`config.mk`:
```
export PLATFORM = sky130hd
export DESIGN_NAME = bis_lane
export DESIGN_NICKNAME = d
export VERILOG_FILES = /design/src/design/assert_macros.svh /design/src/design/bis_pkg.sv /design/src/design/bis_lane.sv
export SDC_FILE = /design/constraint.sdc
export NUM_CORES = 1
export LEC_CHECK = 0
export ABC_AREA = 1
export BUFFER_PORTS_ARGS = -buffer_cell sky130_fd_sc_hd__buf_2
export CAP_MARGIN = 25
export CELL_PAD_IN_SITES_DETAIL_PLACEMENT = 0
export CELL_PAD_IN_SITES_GLOBAL_PLACEMENT = 1
export CORE_MARGIN = 8
export CORE_UTILIZATION = 36
export DETAILED_ROUTE_END_ITERATION = 8
export GPL_ROUTABILITY_DRIVEN = 0
export GPL_TIMING_DRIVEN = 0
export PLACE_DENSITY = 0.75
export SETUP_SLACK_MARGIN = 0.5
export SLEW_MARGIN = 30
export SYNTH_ARGS = -nofsm -noshare
export SYNTH_HDL_FRONTEND = slang
export SYNTH_SLANG_ARGS = --single-unit
```
`constraint.sdc`:
```
create_clock -name i_clk -period 20 [get_ports i_clk]
set_input_delay 6 -clock i_clk [delete_from_list [all_inputs] [get_ports i_clk]]
set_output_delay 6 -clock i_clk [all_outputs]
set_load 0.01 [all_outputs]
```
`src/design/assert_macros.svh`:
```
// Assertion macros shared by the sampler RTL.
// Each macro expects i_clk and i_rst_n to exist in the module that uses it.
`ifndef ASSERT_MACROS_SVH
`define ASSERT_MACROS_SVH

// Property checked at every rising edge of i_clk, disabled while in reset.
`define ASSERT_CLK(lbl, prop, msg) \
    lbl: assert property (@(posedge i_clk) disable iff (!i_rst_n) prop) \
        else $error(msg);

// Condition that must never be true outside reset.
`define ASSERT_NEVER(lbl, cond, msg) \
    `ASSERT_CLK(lbl, !(cond), msg)

`endif

```
`src/design/bis_pkg.sv`:
```
// Package for the bilinear image sampler: sizes, codes and shared types.
// No dependencies; the interfaces, the RTL modules and the testbench use it.
`timescale 1ns / 1ps

package bis_pkg;

    // Frame store geometry and position format.
    localparam int MAX_HEIGHT = 256;
    localparam int MAX_WIDTH  = 256;
    localparam int FRAC_BITS  = 8;

    // Pixel format.
    localparam int CHAN_W   = 8;
    localparam int NUM_CHAN = 3;
    localparam int PIX_W    = NUM_CHAN * CHAN_W;

    // Field widths fixed by the request and register formats.
    localparam int POS_W   = 9;
    localparam int SIZE_W  = 9;
    localparam int MODE_W  = 2;
    localparam int COORD_W = 17;

    // Integer part of a position, and a neighbor row or column (one more bit).
    localparam int INT_W = COORD_W - FRAC_BITS;
    localparam int NB_W  = INT_W + 1;

    // Store addressing.
    localparam int ROW_AW = $clog2(MAX_HEIGHT);
    localparam int COL_AW = $clog2(MAX_WIDTH);
    localparam int ADDR_W = ROW_AW + COL_AW;
    localparam int DEPTH  = 1 << ADDR_W;

    // Common width for range compares.
    localparam int MAXH_W = $clog2(MAX_HEIGHT + 1);
    localparam int MAXW_W = $clog2(MAX_WIDTH + 1);
    localparam int CMP_A  = (NB_W > SIZE_W) ? NB_W : SIZE_W;
    localparam int CMP_B  = (MAXH_W > MAXW_W) ? MAXH_W : MAXW_W;
    localparam int CMP_C  = (CMP_A > CMP_B) ? CMP_A : CMP_B;
    localparam int CMP_W  = (CMP_C > POS_W) ? CMP_C : POS_W;

    // Blend arithmetic.
    localparam int SCALE = 1 << FRAC_BITS;
    localparam int HALF  = 1 << (FRAC_BITS - 1);
    localparam int WT_W  = FRAC_BITS + 1;
    localparam int TOP_W = FRAC_BITS + CHAN_W + 1;
    localparam int SUM_W = 2 * FRAC_BITS + CHAN_W + 1;

    // Neighbor fetch sequence: upper-left, upper-right, lower-left, lower-right.
    localparam int NUM_NB   = 4;
    localparam int NB_IDX_W = $clog2(NUM_NB);
    localparam int NB_UL    = 0;
    localparam int NB_UR    = 1;
    localparam int NB_BL    = 2;
    localparam int NB_BR    = 3;
    localparam logic [NB_IDX_W-1:0] NB_LAST = NB_IDX_W'(NUM_NB - 1);
    // Bit of the neighbor index that selects the lower row, and the right column.
    localparam int NB_ROW_BIT = 1;
    localparam int NB_COL_BIT = 0;
    // Capture plus two lane stages after the last read.
    localparam logic [NB_IDX_W-1:0] CALC_LAST = NB_IDX_W'(2);

    // Configuration port.
    localparam int NUM_REGS  = 3;
    localparam int REG_IDX_W = $clog2(NUM_REGS);
    localparam int PADDR_W   = REG_IDX_W + 2;
    localparam int PDATA_W   = 32;

    localparam logic [REG_IDX_W-1:0] REG_MODE   = REG_IDX_W'(0);
    localparam logic [REG_IDX_W-1:0] REG_HEIGHT = REG_IDX_W'(1);
    localparam logic [REG_IDX_W-1:0] REG_WIDTH  = REG_IDX_W'(2);

    // Interpolation modes; the two remaining codes both return white.
    localparam logic [MODE_W-1:0] MODE_NEAREST  = MODE_W'(0);
    localparam logic [MODE_W-1:0] MODE_BILINEAR = MODE_W'(1);
    localparam logic [MODE_W-1:0] MODE_WHITE    = MODE_W'(2);
    localparam logic [MODE_W-1:0] MODE_RESERVED = MODE_W'(3);

    localparam logic [MODE_W-1:0] MODE_RESET   = MODE_BILINEAR;
    localparam logic [SIZE_W-1:0] HEIGHT_RESET = SIZE_W'(256);
    localparam logic [SIZE_W-1:0] WIDTH_RESET  = SIZE_W'(256);

    // Request kinds.
    localparam logic REQ_WRITE  = 1'b0;
    localparam logic REQ_SAMPLE = 1'b1;

    typedef logic [CHAN_W-1:0] t_chan;

    // Fraction weights handed to each channel lane.
    typedef struct packed {
        logic [FRAC_BITS-1:0] fy;
        logic [FRAC_BITS-1:0] fx;
    } t_weights;

endpackage

```
`src/design/bis_lane.sv`:
```
// One channel lane: two-stage weighted blend of four neighbor bytes.
// Depends on bis_pkg for the weight struct and arithmetic widths.
`timescale 1ns / 1ps

module bis_lane (
    input  logic              i_clk,
    input  bis_pkg::t_weights i_wt,
    input  bis_pkg::t_chan    i_ul,
    input  bis_pkg::t_chan    i_ur,
    input  bis_pkg::t_chan    i_bl,
    input  bis_pkg::t_chan    i_br,
    output bis_pkg::t_chan    o_chan
);
    import bis_pkg::*;

    logic [WT_W-1:0]  inv_fx;
    logic [WT_W-1:0]  inv_fy;
    logic [TOP_W-1:0] n_top;
    logic [TOP_W-1:0] n_bot;
    logic [TOP_W-1:0] r_top;
    logic [TOP_W-1:0] r_bot;
    logic [SUM_W-1:0] n_sum;
    logic [SUM_W-1:0] r_sum;

    assign inv_fx = WT_W'(SCALE) - WT_W'(i_wt.fx);
    assign inv_fy = WT_W'(SCALE) - WT_W'(i_wt.fy);

    // First stage blends along the row, second stage across the two rows.
    assign n_top = TOP_W'(inv_fx) * TOP_W'(i_ul) + TOP_W'(i_wt.fx) * TOP_W'(i_ur);
    assign n_bot = TOP_W'(inv_fx) * TOP_W'(i_bl) + TOP_W'(i_wt.fx) * TOP_W'(i_br);
    assign n_sum = SUM_W'(inv_fy) * SUM_W'(r_top) + SUM_W'(i_wt.fy) * SUM_W'(r_bot);

    always_ff @(posedge i_clk) begin
        r_top <= n_top;
        r_bot <= n_bot;
        r_sum <= n_sum;
    end

    // Dropping the fraction bits truncates toward zero.
    assign o_chan = r_sum[2*FRAC_BITS +: CHAN_W];

endmodule

```
## Yosys cells after proc, flatten, opt, wreduce, memory -nomap -nowiden

Cells that the tools add are included.
Widths: inputs -> output; s select.

- $mul: 6
- Add/sub/neg operators: 5

Operators with widths:

| operator | count |
|---|---|
| $add 17x16->17 | 2 |
| $mul 9x8->17 | 2 |
| $mul 8x8->16 | 2 |
| $add 24x24->24 | 1 |
| $mul 8x17->24 | 1 |
| $mul 9x17->24 | 1 |
| $sub 9x8->9 const A | 2 |

- Register bits: 58
- Logic and storage cells: 14
- Input bits: 49
- Output and inout port bits: 8

## Logic depth before layout (Yosys ltp)

- Word-level depth: 3
- Gate-level depth with buffers: 34
- Gate-level depth less buffers: 32

## Least setup slack after synthesis

No wires, ideal clock.

- Path type: input-to-reg
- Start: input i_wt[0] in the netlist's numbering
- End: register r_top[11]
- Data required time: 19880 ps
- Stages: 29
- Setup slack: 8229 ps
- Arrival: 11651 ps
- Cells stage by stage: clkbuf_1 -> clkbuf_1 -> inv_1 -> ha_1 -> nand3_1 -> or2_1 -> or3_4 -> nand2_2 -> inv_2 -> buf_6 -> nand2_1 -> fa_1 -> fa_1 -> inv_1 -> fa_1 -> fa_1 -> inv_1 -> fa_1 -> inv_1 -> fa_1 -> ha_1 -> a21o_1 -> inv_1 -> nand3_1 -> nand2_1 -> nand2_1 -> nand2_1 -> nand2_1 -> xor2_1

- Longest elaborated chain between the ends: 3
- Elaborated cells between the ends (all ways): 4

Ends and longest elaborated chain:

| item | line | text |
|---|---|---|
| start, declared | bis_lane.sv:7 | `input bis_pkg::t_weights i_wt,` |
| $sub 9x8->9 | bis_lane.sv:25 | `assign inv_fx = WT_W'(SCALE) - WT_W'(i_wt.fx);` |
| $mul 9x8->17 | bis_lane.sv:29 | `assign n_top = TOP_W'(inv_fx) * TOP_W'(i_ul) + TOP_W'(i_wt.fx) * TOP_W'(i_ur);` |
| $add 17x16->17 (*) | bis_lane.sv:29 |  |
| via n_top[11] | bis_lane.sv:18 | `logic [TOP_W-1:0] n_top;` |
| end signal, assigned | bis_lane.sv:34 | `r_top <= n_top;` |
| end, declared | bis_lane.sv:20 | `logic [TOP_W-1:0] r_top;` |

Mark *: on every way through the listed nets, which the timed path passes. The rest lies on a longest branch.

## Final worst setup path

- Start: input i_wt[0] in the netlist's numbering
- End: register r_top[10]

The elaborated chain is that of the path after synthesis.

==> metrics.md <==
| Metric | Value |
|---|---|
| Postcts setup bufs | 0 |
| Max stage delay cell, worst path | clkbuf_1 |
| Drt via density | 4.55 |
| Die Ht | 252 µm |
| Max clock buf depth | 2 |
| CP endpoint kind | register |
| Synth Warn # | 0 |
| Fin. Hold Viols | 0 |
| Initial Utilization | between 30% and 40% |
| Synth-to-Final Area Change | 6.07% |
| Crit path cell chain | clkbuf_1 -> clkbuf_1 -> inv_1 -> ha_1 -> clkbuf_1 -> clkbuf_1 -> nand2_1 -> fa_1 -> inv_1 -> fa_1 -> inv_1 -> fa_1 -> fa_1 -> fa_1 -> fa_1 -> inv_1 -> ha_1 -> nand2_1 -> o21ai_0 -> a31oi_1 -> xnor2_1 |
| # port buffers | 25 |
| Rows | 86 |
| Storage element area | 841 µm² |
| Min cycle time layout | 12,920 ps |
| CTS tree | done |
| Largest net degree at the start of global routing | 16 |
| Worst-Margin Slew | 907 ps |
| Crit-path most repeated cell | fa_1 |
| Final Cycle Share | between 60 and 70% |
| Critical Path RT | 20,210 ps |
| Hold WS | between 900 and 1000 ps |
| First-pass GRT wire length | 89,100 µm |
| Via Count | 15.5k |
| Synth Instances | 2,632 |
| Post-CTS Hold Buffers | 0 |
| Antenna violations before repair | 1 |
| Max stage delay on crit path | between 600 and 700 ps |
| RSZ-0062 raised after global routing | false |
| Drt initial violations | 806 |
| TritonCTS Buffers | 5 |
| Post-Syn Area per Cell | ~7.6 µm² |
| Final HPWL from detailed placement | 46,300 µm |
| Die ar. | 63,400 µm² |
| Overflow after GRT | 0 |
| Number of remaining DRC errors | 0 |
| Drt pass-1 iters | 5 |
| Final setup viols | 0 |
| # IOs | 57 |
| Multi-input gate area | 15,400 µm² |
| GRT Util Overall | 17.5% |
| Peak Freq | approximately 0.077 GHz |
| Arr. time, crit path | about 13,000 ps |
| Fill count | 5,812 |
| Main synth FF type | dfxtp_1 |
| Post-Syn Area | 20,000 µm² |
| Clock transition at path regs | 80 ps |
| Worst-skew pair later-pin latency | about 310 ps |
| Crit-path max FO | 10 |
| Startpoint types | primary input |
| Slew headroom | 39.1% |
| Post-synth top area cell | fa_1 |
| Share of the synthesized area in the top cell type | ~44% |
| CTS root buffer | clkbuf_16 |
| Clock Sinks | 42 |
| Post-synth ARST share | 0% |
| Sequential cell area fraction in the yosys report | 4.20% |
| Post-layout nets | 3,354 |
| Final wirelength | 53,100 µm |
| Final Max Slew Viols | 0 |
| Core Box Area | 55,000 µm² |
| Setup TNS | 0 ps |
| Outcome | finished, final reports clean |
| Critical path class | primary input to register |
| EDFF count, synth | 0 |
| Drt wl/cell | roughly 16 µm |
| H-tree Lvls | 2 |
| Vias in the first global route | between 15k and 20k |
| Hold WC Path Type | register to register |
| Top cells by area, synth | fa_1 44%, inv_1 17%, ha_1 13%, nand2_1 12%, dfxtp_1 4.2% |
| Max-cap viol count | 0 |
| Post-CTS resize count | 0 |
| Syn_nets | between 3k and 4k |
| Layout cells sized above 1 | between 2 and 3% |
| FF+latch count, synth | 42 |
| Die Wd | 252 µm |
| ANT nets after route | 0 |
| Yosys cell types | 36 |
| Worst Skew | 11.4 ps |
[cell usage in the layout, fill, tap and decap left out, types with 4 or more instances in the layout]
master | netlist | routed
a21o_1 | 12 | 12
a21oi_1 | 39 | 39
buf_1 | 12 | 12
buf_2 | 10 | 35
clkbuf_1 | 60 | 60
clkbuf_16 | 0 | 5
clkbuf_2 | 9 | 9
dfxtp_1 | 42 | 42
fa_1 | 438 | 438
ha_1 | 203 | 203
inv_1 | 882 | 882
inv_2 | 4 | 4
nand2_1 | 616 | 616
nand3_1 | 45 | 45
nand4_1 | 11 | 11
nor2_1 | 154 | 154
nor3_1 | 9 | 9
o21ai_0 | 21 | 21
o21bai_1 | 4 | 4
xnor2_1 | 7 | 7
xor2_1 | 28 | 28
[through the flow]
| stage | worst slack (ps) | instance area, µm² | std cells | utilization, % |
|---|---|---|---|---|
| CTS | 7070 | 21200 | 3413 | 38.6 |
| global route | 6740 | 21200 | 3413 | 38.6 |
| global placement | 6820 | 21100 | 3405 | 38.3 |
| floorplan | 8230 | 20000 | 2632 | - |
| detailed placement | 6740 | 21100 | 3405 | 38.3 |
| finish | 7080 | 21200 | 3414 | 38.6 |
[per-layer routing]
layer	part of all wire [%]	vias up	global-route usage (%)	routed length (µm)
li1	-	7391	-	-
met1	43	7673	22.4	23100
met2	49	416	31.5	26100
met3	4.9	67	1.78	2600
met4	2.5	0	4.27	1310
met5	0	-	0	0
[area by class of cell]
type	instances	share of cell area, %
sequential	42	3.96
clock buffer	5	0.590
buffer	94	1.88
tap	748	4.41
clock inverter	3	0.118
timing repair buffer	25	0.590
inverter	889	15.7
antenna	1	0.0118
multi-input combinational	1607	72.7
[synthesized netlist by cell type, types with 21 or more instances]
library cell,instances
fa_1,438
dfxtp_1,42
o21ai_0,21
inv_1,882
a21oi_1,39
ha_1,203
xor2_1,28
clkbuf_1,60
nand2_1,616
nand3_1,45
nor2_1,154
[sequential cells by signal, summed over array words and instances (netlist names)]
| signal | flops |
|---|---|
| r_top | 17 |
| r_bot | 17 |
| r_sum | 8 |
[worst max-delay path: cells and delay by family]
| family | cells | cell delay, ps |
|---|---|---|
| fa+ha+maj | 8 | 3650 |
| simple gates | 2 | 280 |
| compound gates | 2 | 670 |
| buf+inv | 8 | 2210 |
| xor+xnor | 1 | 300 |
[final timing paths]
path | startpoint | endpoint | slack, ps | depth (start not counted)
worst max-delay path | i_wt[0] | r_top[10] | 7080 | 21
worst min-delay path | r_top[0] | r_sum[19] | 970 | 5
worst max register to register | r_top[15] | r_sum[22] | 14170 | 19
worst min register to register | r_top[0] | r_sum[19] | 970 | 5
[cell families after synthesis]
logic type	after synthesis	share of synthesized area (%)
XOR/XNOR	35	1.53
flip-flops	42	4.20
AND/OR/NAND/NOR	846	16.6
adder cells (fa/ha/maj)	641	56.5
buffers and inverters	983	18.7
AO/OA/AOI/OAI	85	2.43
Power is not shown: default switching activity piles up to over one toggle a cycle in this logic, so the estimate is an artifact.
